==> src/cdps_pkg.sv <==
// Shared types, constants and digit helpers for the clock display page sequencer.
// Used by cdps_fmt, cdps_ctrl and clock_display_page_sequencer; no dependencies.
package cdps_pkg;

  localparam int DIGIT_COUNT = 8;
  localparam int CNT_W       = 16;
  localparam int RTC_W       = 7;
  localparam int CODE_W      = 5;
  localparam int CFG_IDX_W   = 2;

  typedef logic [CNT_W-1:0]     cnt_t;
  typedef logic [RTC_W-1:0]     rtc_t;
  typedef logic [CODE_W-1:0]    code_t;
  typedef logic [3:0]           bcd_t;
  typedef logic [CFG_IDX_W-1:0] cfg_idx_t;
  typedef code_t [DIGIT_COUNT-1:0] page_t;

  localparam cnt_t ELAPSED_MAX       = 16'hFFFF;
  localparam cnt_t READ_INTERVAL_RST = 16'd1000;
  localparam cnt_t DATE_SHOW_RST     = 16'd1000;
  localparam cnt_t TIME_SHOW_RST     = 16'd5000;
  localparam cnt_t READ_ELAPSED_RST  = READ_INTERVAL_RST - 16'd1;

  localparam cfg_idx_t REG_READ_INTERVAL = 2'd0;
  localparam cfg_idx_t REG_DATE_SHOW     = 2'd1;
  localparam cfg_idx_t REG_TIME_SHOW     = 2'd2;

  localparam code_t CODE_DASH    = 5'd21;
  localparam code_t POINT_OFFSET = 5'd10;
  localparam code_t CENTURY_HI   = 5'd2;
  localparam code_t CENTURY_LO   = 5'd0;

  localparam rtc_t YEAR_MAX   = 7'd99;
  localparam rtc_t MONTH_MAX  = 7'd12;
  localparam rtc_t DAY_MAX    = 7'd31;
  localparam rtc_t HOUR_MAX   = 7'd23;
  localparam rtc_t MINSEC_MAX = 7'd59;

  typedef struct packed {
    rtc_t year;
    rtc_t month;
    rtc_t day;
    rtc_t hour;
    rtc_t minute;
    rtc_t second;
    logic read_ok;
    logic bus_busy;
  } item_t;

  typedef struct packed {
    cnt_t read_interval;
    cnt_t date_show;
    cnt_t time_show;
  } cfg_t;

  typedef struct packed {
    logic  shown;
    logic  show_time;
    page_t digits;
  } result_t;

  typedef struct packed {
    logic clock_valid;
  } status_t;

  // Divide by ten through a reciprocal multiply; exact for all 7-bit values.
  function automatic bcd_t tens_of(rtc_t v);
    logic [14:0] p;
    p = 15'(v) * 15'd205;
    return p[14:11];
  endfunction

  function automatic bcd_t ones_of(rtc_t v);
    logic [6:0] t;
    t = 7'(tens_of(v)) * 7'd10;
    return 4'(v - t);
  endfunction

  function automatic logic sample_valid(item_t it);
    return (it.year <= YEAR_MAX) &&
           (it.month != '0) && (it.month <= MONTH_MAX) &&
           (it.day != '0) && (it.day <= DAY_MAX) &&
           (it.hour <= HOUR_MAX) &&
           (it.minute <= MINSEC_MAX) && (it.second <= MINSEC_MAX);
  endfunction

endpackage

==> src/clock_display_page_sequencer.sv <==
// Clock display page sequencer: top level with config registers, input and result stages.
// Depends on cdps_pkg and cdps_ctrl.
//
// Usage:
//   Each word on the in_ channel is one millisecond tick with an RTC reading and
//   the read_ok / bus_busy flags. Each word on the out_ channel is the full
//   8-digit display plus the page flag, sent only on ticks that set the display
//   (a valid sample or a page flip). Ticks that set nothing produce no word.
//   Registers 0..2 (read interval, date show time, time show time) are written
//   through cfg_we / cfg_index / cfg_wdata while the block is idle; index 3 is
//   ignored.
//   Throughput: one tick per cycle while the out_ channel is not stalled. A tick
//   is held in the input register, then processed in one pass into the result
//   register, which drives its word on the out_ channel.
//   Reset (rst_n low, synchronous) loads the register defaults, sets the read
//   counter one short of the interval so the first tick samples, and sends no
//   words until the first valid sample.
//   When out_ready is low, the result register holds its word and the input
//   register can still take one more tick; in_ready drops once both are full.
module clock_display_page_sequencer (
  input  logic                     clk,
  input  logic                     rst_n,

  input  logic                     cfg_we,
  input  cdps_pkg::cfg_idx_t       cfg_index,
  input  cdps_pkg::cnt_t           cfg_wdata,

  input  logic                     in_valid,
  output logic                     in_ready,
  input  cdps_pkg::rtc_t           in_rtc_year,
  input  cdps_pkg::rtc_t           in_rtc_month,
  input  cdps_pkg::rtc_t           in_rtc_day,
  input  cdps_pkg::rtc_t           in_rtc_hour,
  input  cdps_pkg::rtc_t           in_rtc_minute,
  input  cdps_pkg::rtc_t           in_rtc_second,
  input  logic                     in_read_ok,
  input  logic                     in_bus_busy,

  output logic                     out_valid,
  input  logic                     out_ready,
  output cdps_pkg::code_t          out_digit0,
  output cdps_pkg::code_t          out_digit1,
  output cdps_pkg::code_t          out_digit2,
  output cdps_pkg::code_t          out_digit3,
  output cdps_pkg::code_t          out_digit4,
  output cdps_pkg::code_t          out_digit5,
  output cdps_pkg::code_t          out_digit6,
  output cdps_pkg::code_t          out_digit7,
  output logic                     out_showing_time_page
);

  cdps_pkg::cfg_t    cfg_r;
  cdps_pkg::item_t   in_item_r;
  logic              in_valid_r;
  logic              out_valid_r, out_valid_nxt;
  cdps_pkg::page_t   out_digits_r;
  logic              out_show_time_r;

  cdps_pkg::result_t result;
  cdps_pkg::status_t status;
  logic              advance;

  // Process the held tick whenever the result register is free or draining
  assign advance  = in_valid_r && (!out_valid_r || out_ready);
  assign in_ready = !in_valid_r || advance;

  always_ff @(posedge clk) begin
    if (!rst_n) begin
      cfg_r.read_interval <= cdps_pkg::READ_INTERVAL_RST;
      cfg_r.date_show     <= cdps_pkg::DATE_SHOW_RST;
      cfg_r.time_show     <= cdps_pkg::TIME_SHOW_RST;
    end else if (cfg_we) begin
      case (cfg_index)
        cdps_pkg::REG_READ_INTERVAL: cfg_r.read_interval <= cfg_wdata;
        cdps_pkg::REG_DATE_SHOW:     cfg_r.date_show     <= cfg_wdata;
        cdps_pkg::REG_TIME_SHOW:     cfg_r.time_show     <= cfg_wdata;
        default: ;
      endcase
    end
  end

  always_ff @(posedge clk) begin
    if (!rst_n) begin
      in_valid_r <= 1'b0;
    end else if (in_ready) begin
      in_valid_r <= in_valid;
    end
  end

  always_ff @(posedge clk) begin
    if (in_valid && in_ready) begin
      in_item_r.year     <= in_rtc_year;
      in_item_r.month    <= in_rtc_month;
      in_item_r.day      <= in_rtc_day;
      in_item_r.hour     <= in_rtc_hour;
      in_item_r.minute   <= in_rtc_minute;
      in_item_r.second   <= in_rtc_second;
      in_item_r.read_ok  <= in_read_ok;
      in_item_r.bus_busy <= in_bus_busy;
    end
  end

  cdps_ctrl u_ctrl (
    .clk     (clk),
    .rst_n   (rst_n),
    .advance (advance),
    .item    (in_item_r),
    .cfg     (cfg_r),
    .result  (result),
    .status  (status)
  );

  always_comb begin
    if (advance && result.shown) begin
      out_valid_nxt = 1'b1;
    end else if (out_ready) begin
      out_valid_nxt = 1'b0;
    end else begin
      out_valid_nxt = out_valid_r;
    end
  end

  always_ff @(posedge clk) begin
    if (!rst_n) begin
      out_valid_r <= 1'b0;
    end else begin
      out_valid_r <= out_valid_nxt;
    end
  end

  always_ff @(posedge clk) begin
    if (advance && result.shown) begin
      out_digits_r    <= result.digits;
      out_show_time_r <= result.show_time;
    end
  end

  assign out_valid             = out_valid_r;
  assign out_digit0            = out_digits_r[0];
  assign out_digit1            = out_digits_r[1];
  assign out_digit2            = out_digits_r[2];
  assign out_digit3            = out_digits_r[3];
  assign out_digit4            = out_digits_r[4];
  assign out_digit5            = out_digits_r[5];
  assign out_digit6            = out_digits_r[6];
  assign out_digit7            = out_digits_r[7];
  assign out_showing_time_page = out_show_time_r;

  // No word goes out before the first valid sample
  a_out_needs_clock: assert property (@(posedge clk) disable iff (!rst_n)
    out_valid_r |-> status.clock_valid)
    else $error("result sent before clock became valid");

  // A stalled result and a held tick together must block the input
  a_full_blocks_input: assert property (@(posedge clk) disable iff (!rst_n)
    (in_valid_r && out_valid_r && !out_ready) |-> !in_ready)
    else $error("input accepted while both stages are full");

  // Date page always opens with the century digits
  a_date_page_century: assert property (@(posedge clk) disable iff (!rst_n)
    (out_valid_r && !out_show_time_r) |->
      (out_digits_r[0] == cdps_pkg::CENTURY_HI && out_digits_r[1] == cdps_pkg::CENTURY_LO))
    else $error("date page without century prefix");

  // Time page carries dashes between fields
  a_time_page_dash: assert property (@(posedge clk) disable iff (!rst_n)
    (out_valid_r && out_show_time_r) |->
      (out_digits_r[2] == cdps_pkg::CODE_DASH && out_digits_r[5] == cdps_pkg::CODE_DASH))
    else $error("time page without dashes");

endmodule

==> src/cdps_fmt.sv <==
// Builds the date page (20YY.MM.DD.) and time page (HH-MM-SS) digit codes from one reading.
// Depends on cdps_pkg.
module cdps_fmt (
  input  cdps_pkg::item_t item,
  output cdps_pkg::page_t date_codes,
  output cdps_pkg::page_t time_codes
);

  always_comb begin
    date_codes[0] = cdps_pkg::CENTURY_HI;
    date_codes[1] = cdps_pkg::CENTURY_LO;
    date_codes[2] = 5'(cdps_pkg::tens_of(item.year));
    date_codes[3] = cdps_pkg::POINT_OFFSET + 5'(cdps_pkg::ones_of(item.year));
    date_codes[4] = 5'(cdps_pkg::tens_of(item.month));
    date_codes[5] = cdps_pkg::POINT_OFFSET + 5'(cdps_pkg::ones_of(item.month));
    date_codes[6] = 5'(cdps_pkg::tens_of(item.day));
    date_codes[7] = cdps_pkg::POINT_OFFSET + 5'(cdps_pkg::ones_of(item.day));

    time_codes[0] = 5'(cdps_pkg::tens_of(item.hour));
    time_codes[1] = 5'(cdps_pkg::ones_of(item.hour));
    time_codes[2] = cdps_pkg::CODE_DASH;
    time_codes[3] = 5'(cdps_pkg::tens_of(item.minute));
    time_codes[4] = 5'(cdps_pkg::ones_of(item.minute));
    time_codes[5] = cdps_pkg::CODE_DASH;
    time_codes[6] = 5'(cdps_pkg::tens_of(item.second));
    time_codes[7] = 5'(cdps_pkg::ones_of(item.second));
  end

endmodule

==> src/cdps_ctrl.sv <==
// Tick sequencer: elapsed counters, sampling, page storage and page alternation.
// Depends on cdps_pkg and cdps_fmt.
module cdps_ctrl (
  input  logic                clk,
  input  logic                rst_n,
  input  logic                advance,
  input  cdps_pkg::item_t     item,
  input  cdps_pkg::cfg_t      cfg,
  output cdps_pkg::result_t   result,
  output cdps_pkg::status_t   status
);

  cdps_pkg::cnt_t  read_elapsed_r, read_elapsed_nxt;
  cdps_pkg::cnt_t  page_elapsed_r, page_elapsed_nxt;
  logic            time_page_r, time_page_nxt;
  logic            clock_valid_r, clock_valid_nxt;
  cdps_pkg::page_t date_r, date_nxt;
  cdps_pkg::page_t time_r, time_nxt;

  cdps_pkg::page_t fmt_date;
  cdps_pkg::page_t fmt_time;

  cdps_pkg::cnt_t  read_inc;
  cdps_pkg::cnt_t  page_inc;
  cdps_pkg::cnt_t  page_limit;
  logic            sample;
  logic            good;
  logic            shown;

  cdps_fmt u_fmt (
    .item       (item),
    .date_codes (fmt_date),
    .time_codes (fmt_time)
  );

  always_comb begin
    read_inc = (read_elapsed_r == cdps_pkg::ELAPSED_MAX) ? read_elapsed_r
                                                         : read_elapsed_r + 16'd1;
    page_inc = (page_elapsed_r == cdps_pkg::ELAPSED_MAX) ? page_elapsed_r
                                                         : page_elapsed_r + 16'd1;

    sample = (read_inc >= cfg.read_interval);
    good   = sample && !item.bus_busy && item.read_ok && cdps_pkg::sample_valid(item);

    read_elapsed_nxt = sample ? '0 : read_inc;
    page_elapsed_nxt = page_inc;
    time_page_nxt    = time_page_r;
    clock_valid_nxt  = clock_valid_r;
    date_nxt         = date_r;
    time_nxt         = time_r;
    shown            = good;

    if (good) begin
      date_nxt = fmt_date;
      time_nxt = fmt_time;
      // First valid sample starts on the date page
      if (!clock_valid_r) begin
        clock_valid_nxt  = 1'b1;
        time_page_nxt    = 1'b0;
        page_elapsed_nxt = '0;
      end
    end

    page_limit = time_page_nxt ? cfg.time_show : cfg.date_show;
    if (clock_valid_nxt && (page_elapsed_nxt >= page_limit)) begin
      time_page_nxt    = !time_page_nxt;
      page_elapsed_nxt = '0;
      shown            = 1'b1;
    end

    result.shown     = shown;
    result.show_time = time_page_nxt;
    result.digits    = time_page_nxt ? time_nxt : date_nxt;

    status.clock_valid = clock_valid_r;
  end

  always_ff @(posedge clk) begin
    if (!rst_n) begin
      read_elapsed_r <= cdps_pkg::READ_ELAPSED_RST;
      page_elapsed_r <= '0;
      time_page_r    <= 1'b0;
      clock_valid_r  <= 1'b0;
    end else if (advance) begin
      read_elapsed_r <= read_elapsed_nxt;
      page_elapsed_r <= page_elapsed_nxt;
      time_page_r    <= time_page_nxt;
      clock_valid_r  <= clock_valid_nxt;
    end
  end

  always_ff @(posedge clk) begin
    if (advance) begin
      date_r <= date_nxt;
      time_r <= time_nxt;
    end
  end

endmodule
==> config.mk <==
export PLATFORM = sky130hd
export DESIGN_NAME = clock_display_page_sequencer
export DESIGN_NICKNAME = d
export VERILOG_FILES = /design/src/cdps_pkg.sv /design/src/clock_display_page_sequencer.sv /design/src/cdps_fmt.sv /design/src/cdps_ctrl.sv
export SDC_FILE = /design/constraint.sdc
export NUM_CORES = 1
export LEC_CHECK = 0
export ABC_AREA = 1
export BUFFER_PORTS_ARGS = -buffer_cell sky130_fd_sc_hd__buf_4
export CAP_MARGIN = 0
export CORE_MARGIN = 1
export CORE_UTILIZATION = 55
export CTS_BUF_LIST = sky130_fd_sc_hd__clkbuf_16
export DETAILED_ROUTE_END_ITERATION = 6
export GPL_ROUTABILITY_DRIVEN = 1
export PLACE_DENSITY = 0.73
export SLEW_MARGIN = 20
export SYNTH_ARGS = -nofsm -noshare
export SYNTH_HDL_FRONTEND = slang
export SYNTH_SLANG_ARGS = --single-unit
==> constraint.sdc <==
create_clock -name clk -period 6.3 [get_ports clk]
set_input_delay 0.315 -clock clk [delete_from_list [all_inputs] [get_ports clk]]
set_output_delay 0.315 -clock clk [all_outputs]
set_load 0.01 [all_outputs]
=== Word-level counts from Yosys, hierarchy flattened ===
Index checks and enable logic that the tools add are counted.

* Flip-flop bits (word level): 249
* Output and inout port bits: 43
* Word-level logic and storage cells: 121

* Add/sub/neg operators: 11
* Multipliers: 12
* Eq/ne operators: 4
* Reduce and logical (&&, ||, !) cells: 27
* Mux-type cells: 17
* Order comparisons: 8

{| class="wikitable"
|+ Operators with widths
! operator !! number
|-
| 2-to-1 mux 40 bit || 3
|-
| 2-to-1 mux 16 bit || 7
|-
| multiplier 7 x 8 -> 15 bit, second input constant || 6
|-
| adder 16 x 1 -> 16 bit, second input constant || 2
|-
| == test 16 bit, second input constant || 2
|-
| >= comparator 16 bit || 2
|-
| multiplier 4 x 3 -> 3 bit, second input constant || 6
|-
| subtractor 4 bit || 6
|-
| adder 4 x 4 -> 5 bit, first input constant || 3
|-
| less-or-equal comparator 7 x 5 -> 1 bit, second input constant || 2
|-
| less-or-equal comparator 7 x 6 -> 1 bit, second input constant || 2
|-
| logical AND 1 bit || 14
|-
| nonzero test 7 bit || 2
|-
| less-or-equal comparator 7 x 4 -> 1 bit, second input constant || 1
|-
| less-or-equal comparator 7 bit, second input constant || 1
|-
| 2-to-1 mux 1 bit || 7
|-
| AND reduction 2 bit || 3
|-
| zero test 1 bit || 4
|-
| == test 2 x 1 -> 1 bit, second input constant || 1
|-
| == test 2 bit, second input constant || 1
|-
| zero test 2 bit || 1
|-
| logical OR 1 bit || 2
|-
| nonzero test 2 bit || 1
|}

=== Depth between registers and ports, before layout ===
* Depth after elaboration: 16
* Depth in mapped cells: 35

=== By module ===
A second synthesis with hierarchy kept.

* Cells, all modules: 2204
* Area total of the unflattened synthesis: 18385.1 um^2

{| class="wikitable"
|+ Modules (own cells, without submodules)
! module !! instances !! cells an instance !! sequential area each (um^2) !! area an instance (um^2)
|-
| cdps_ctrl || 1 || 1023 || 3083.0 || 7566.0
|-
| cdps_fmt || 1 || 802 || 0.0 || 6233.5
|-
| clock_display_page_sequencer || 1 || 379 || 3553.4 || 4585.6
|}

=== Worst setup path after synthesis ===
Ideal clock, no wire load.

* Kind: register to register
* Start: reg u_ctrl.read_elapsed_r[0]
* End: reg out_digits_r, in the netlist out_digit0[0], enable pin
* Arrival time: 5.040 ns
* Stages on the path, launching flop included: 31
* Setup time: 0.396 ns
* Buffers on the path: 1
* Slack: 0.864 ns
* Path through: dfxtp_1 > ha_1 > inv_1 > nor3_1 > nand3_1 > nor2_1 > nand2_1 > nor2_1 > nor2_1 > nand2_1 > xor2_1 > inv_1 > ha_1 > nand2_1 > nor3_1 > nand2_1 > nand3_1 > nand3_4 > nand2_4 > inv_2 > clkbuf_1 > nand2_1 > o21ai_0 > ha_1 > nand4_1 > nor2_1 > nand3_1 > nand3_1 > a21boi_2 > o21ai_0 > inv_1

* Word-level cells in the longest chain between the ends: 12
* Elaborated cells between the ends (all ways): 15

{| class="wikitable"
|+ RTL lines
! item !! line !! source
|-
| start, declared || cdps_ctrl.sv:13 || <nowiki>cdps_pkg::cnt_t read_elapsed_r, read_elapsed_nxt;</nowiki>
|-
| start signal, assigned || cdps_ctrl.sv:80 || <nowiki>read_elapsed_r <= cdps_pkg::READ_ELAPSED_RST;</nowiki>
|-
| start signal, assigned || cdps_ctrl.sv:85 || <nowiki>read_elapsed_r <= read_elapsed_nxt;</nowiki>
|-
| adder 16 x 1 -> 16 bit / == test 16 bit (equally long branches) || cdps_ctrl.sv:38, cdps_ctrl.sv:37 ||
|-
| 2-to-1 mux 16 bit (*) || cdps_ctrl.sv:37 || <nowiki>read_inc = (read_elapsed_r == cdps_pkg::ELAPSED_MAX) ? read_elapsed_r</nowiki>
|-
| >= comparator 16 bit (*) || cdps_ctrl.sv:42 || <nowiki>sample = (read_inc >= cfg.read_interval);</nowiki>
|-
| logical AND 1 bit (*) (3 in a row) || cdps_ctrl.sv:43 || <nowiki>good = sample && !item.bus_busy && item.read_ok && cdps_pkg::sample_valid(item);</nowiki>
|-
| 2-to-1 mux 1 bit || cdps_ctrl.sv:53 || <nowiki>if (good) begin</nowiki>
|-
| 2-to-1 mux 16 bit || cdps_ctrl.sv:64 || <nowiki>page_limit = time_page_nxt ? cfg.time_show : cfg.date_show;</nowiki>
|-
| >= comparator 16 bit || cdps_ctrl.sv:65 || <nowiki>if (clock_valid_nxt && (page_elapsed_nxt >= page_limit)) begin</nowiki>
|-
| logical AND 1 bit || cdps_ctrl.sv:65 ||
|-
| 2-to-1 mux 1 bit (*) || cdps_ctrl.sv:65 ||
|-
| logical AND 1 bit (*) || clock_display_page_sequencer.sv:132 || <nowiki>if (advance && result.shown) begin</nowiki>
|-
| end signal, assigned || clock_display_page_sequencer.sv:133 || <nowiki>out_digits_r <= result.digits;</nowiki>
|-
| end, declared || clock_display_page_sequencer.sv:56 || <nowiki>cdps_pkg::page_t out_digits_r;</nowiki>
|}

Mark *: on every way between the ends. The rest lies on a longest branch, timed or not.
A chain may end at the register's enable or synchronous reset.

=== Worst setup path in the final report ===
* Start: reg u_ctrl.read_elapsed_r[0]
* End: reg out_digits_r, in the netlist out_digit2[2], enable pin

The elaborated chain is that of the path after synthesis.

==> impl_summary.txt <==
----------------------------------------------------
[Power and ir drop]
  Lkg Pwr ... 10.2 nW
  IR drop worst, VDD ... 0.239 mV
  Final Power ... 5.90 mW
  Power density relative to cell area ... 286 nW/um2

[Timing]
  Period Utilization, post-route ... 90.8%
  Worst slew margin relative to its limit ... 33.7%
  Fin Setup TNS ... 0 ps
  Max-slew violation count ... 0
  Smallest setup slack after layout ... 577 ps
  Number of endpoints with negative hold slack in the final report ... 0
  Number of failing setup endpoints in the final timing report ... 0
  Achievable clock frequency ... 175 MHz
  Final Critical Period ... 5720 ps
  Post-route clock skew ... 20.6 ps
  Setup repair after global routing missed its margin ... no
  Slew at the pin closest to its max-slew limit ... 991 ps

[Synth]
  Net count after synthesis ... 2,450
  Post-synthesis instance total ... 2,057
  Post-synthesis cell area ... 17,900 um2
  Fraction of synthesis flops using an asynchronous set or reset pin ... 0%
  Mean cell area of the mapped netlist ... 8.72 um2
  Number of warning messages in the yosys log ... 0
  Post-synth EDFFs ... 165
  Register bit total from synthesis ... 249
  Proportion of synthesized chip area in sequential cells ... 37.0%
  Ys flop type ... sky130_fd_sc_hd__edfxtp_1
  Synth cell types ... 43

[Finish]
  NumNets Final ... 2,610
  Leading cell type in the layout, fill and taps excluded ... sky130_fd_sc_hd__nand2_1
  Antenna diode instance count ... 0
  Fraction of layout cells with a size suffix above 1 ... 9.56%
  Layout overhead on the synthesized area ... 15.0%
  Non-filler instance count after layout ... 2,674
  Most used cells in the layout excluding fill and tap cells ... sky130_fd_sc_hd__nand2_1 (424), sky130_fd_sc_hd__inv_1 (355), sky130_fd_sc_hd__ha_1 (272)
  Number of fill cells ... 2,617
  Final standard cell utilization of the core ... 64.9%

[Global routing]
  Largest net degree at the start of global routing ... 58
  Vias in the first global route ... 13,900
  Congestion Overflow GR ... 0
  Global Route Usage Sum ... 24.7%
  Wire length of the first global-routing pass ... 66,400 um
  Initial antenna violation count ... 0

[Clocking]
  Root buf cell ... sky130_fd_sc_hd__clkbuf_16
  Clock buffers created by TritonCTS ... 28
  Clock latency at the later pin of the worst-skew pair ... 560 ps
  Number of H-tree levels ... 1
  CTS sink count ... 249
  Max Root-Sink Buffers ... 3
  Clock tree from TritonCTS ... done
  Post-CTS clock slew at the launch and capture registers of the worst setup and hold paths ... 60 ps

[Critical path]
  Kind of start point of the critical path ... flop
  Cell family with most CP delay ... simple AND/OR/NAND/NOR gates
  CP Data Required Time ... 6540 ps
  Critical Path Most Common Cell ... sky130_fd_sc_hd__nand2_1
  Largest stage delay on the critical path ... 360 ps
  Data arrival time at the worst-slack endpoint ... 5960 ps
  Slowest library cell on the worst path ... sky130_fd_sc_hd__dfxtp_1
  WS Path Type ... reg -> reg
  Number of buffers and inverters on the critical path ... 5
  Setup crit end kind ... flop
  Largest fanout on the critical path ... 31

[Routing]
  Average detailed-routed wire length per instance ... 15.1 um
  Detailed-router iteration count before antenna repair ... 5
  Via count ... 14,100
  Vias per Instance ... 5.27
  Remaining design rule violation count ... 0
  Residual antenna-violating net count after detailed routing ... 0
  Detailed-route wire length ... 40,300 um
  DRC violation total after the first TritonRoute iteration ... 856

[Floorplan]
  Placeable core area ... 31,800 um2
  Starting density of the core ... 56.4%
  Die boundary height ... 183 um
  Die area ... 33,400 um2
  Site Rows ... 65
  Horizontal die dimension ... 183 um
  I/O pin count ... 110

[Outcome]
  Result of the run ... finished, final reports clean

[Placed design]
  Number of buffers added on ports ... 109
  Final Wtd Congestion ... 0.905
  HPWL reported at the end of detailed placement ... 29,600 um
  Worst setup slack before clock tree synthesis ... 288 ps
  Placed Instances ... 2,566

[Hold path]
  Hold Crit Class ... in -> reg

[Run]
  Max-Cap Viols ... 0

----------------------------------------------------
==> Yosys cell counts, drive strengths merged, types with 14 or more instances <==
| master | instances | share of area, % |
|---|---|---|
| nor3 | 17 | 0.47 |
| o21ai | 136 | 4.0 |
| nand4 | 30 | 1.0 |
| a21oi | 106 | 3.0 |
| inv | 357 | 7.5 |
| o211ai | 16 | 0.67 |
| fa | 54 | 6.0 |
| buf | 23 | 1.1 |
| nand2 | 433 | 9.3 |
| o21a | 14 | 0.59 |
| dfxtp | 84 | 9.4 |
| nor2 | 136 | 2.9 |
| or2 | 16 | 0.56 |
| ha | 272 | 19 |
| clkbuf | 20 | 0.42 |
| edfxtp | 165 | 28 |
| nand3 | 92 | 2.6 |
| xor2 | 26 | 1.3 |
==> registers in the layout, summed over array words and instances (netlist names), 16 cells and up <==
| register | count |
|---|---|
| u_ctrl.page_elapsed_r | 16 |
| u_ctrl.date_r | 40 |
| cfg_r | 48 |
| in_item_r | 44 |
| u_ctrl.read_elapsed_r | 16 |
| u_ctrl.time_r | 40 |
==> logic make-up after synthesis <==
kind of cell / count (synthesis) / synth area share [%]
fa+ha+maj: 326 / 25.0
buf+inv: 401 / 9.02
mux: 5 / 0.279
flops: 249 / 37.0
compound gates: 302 / 9.58
xor+xnor: 35 / 1.71
simple gates: 739 / 17.4
==> cell type report <==
type                       count  area, um2  area share (%)
multi-input combinational   1407       9720            47.1
sequential                   249       6640            32.2
timing repair buffer         173       1450            7.01
inverter                     358       1350            6.53
clock buffer                  28        701            3.40
tap                          435        544            2.64
clock inverter                24        238            1.15
==> metrics by stage <==
step	instance area [um2]	hold slack, ps
final	20600	23.0
after global routing	20600	11.4
after CTS	20600	8.33
after detailed placement	19100	452
after global placement	19100	441
after floorplan	17900	414
==> routing by layer <==
metal  vias up  wire length, um  GRT usage [%]
met1      6582            18300           32.3
met3        75             1690           3.09
met5         -                0              0
met4         0             1250           8.44
li1       7103                -              -
met2       335            19100           42.1
==> worst register-to-register path: cells and delay by family (launching register included) <==
family          cells  cell delay [ps]
fa+ha+maj           3              790
buf+inv             5              840
flops               1              360
xor+xnor            1              140
simple gates       18             2640
compound gates      3              570
==> timing repair <==
item / in CTS / in global routing
hold buffers: 54 / 0
gates resized for setup: 0 / 6
endpoints found under the setup margin: 0 / 99
setup buffers: 0 / 2
hold endpoints to repair: 63 / 0
==> report_power, final <==
group	leakage, nW	switching (mW)	internal [mW]
registers	2.21	0.0624	1.81
logic	7.48	1.42	0.946
clock network	0.468	0.687	0.977
==> final timing paths <==
check / startpoint / to / cells past startpoint / slack (ps)
min: cfg_wdata[11] / cfg_r[27]$_SDFFE_PN0P_ / 3 / 20
min reg2reg: cfg_r[0]$_SDFFE_PN0P_ / cfg_r[0]$_SDFFE_PN0P_ / 2 / 460
max: u_ctrl.read_elapsed_r[0]$_SDFFE_PN1P_ / out_digit2[2]$_DFFE_PP_ / 30 / 580
max reg2reg: u_ctrl.read_elapsed_r[0]$_SDFFE_PN1P_ / out_digit2[2]$_DFFE_PP_ / 30 / 580
(Power assumes the default switching activity.)
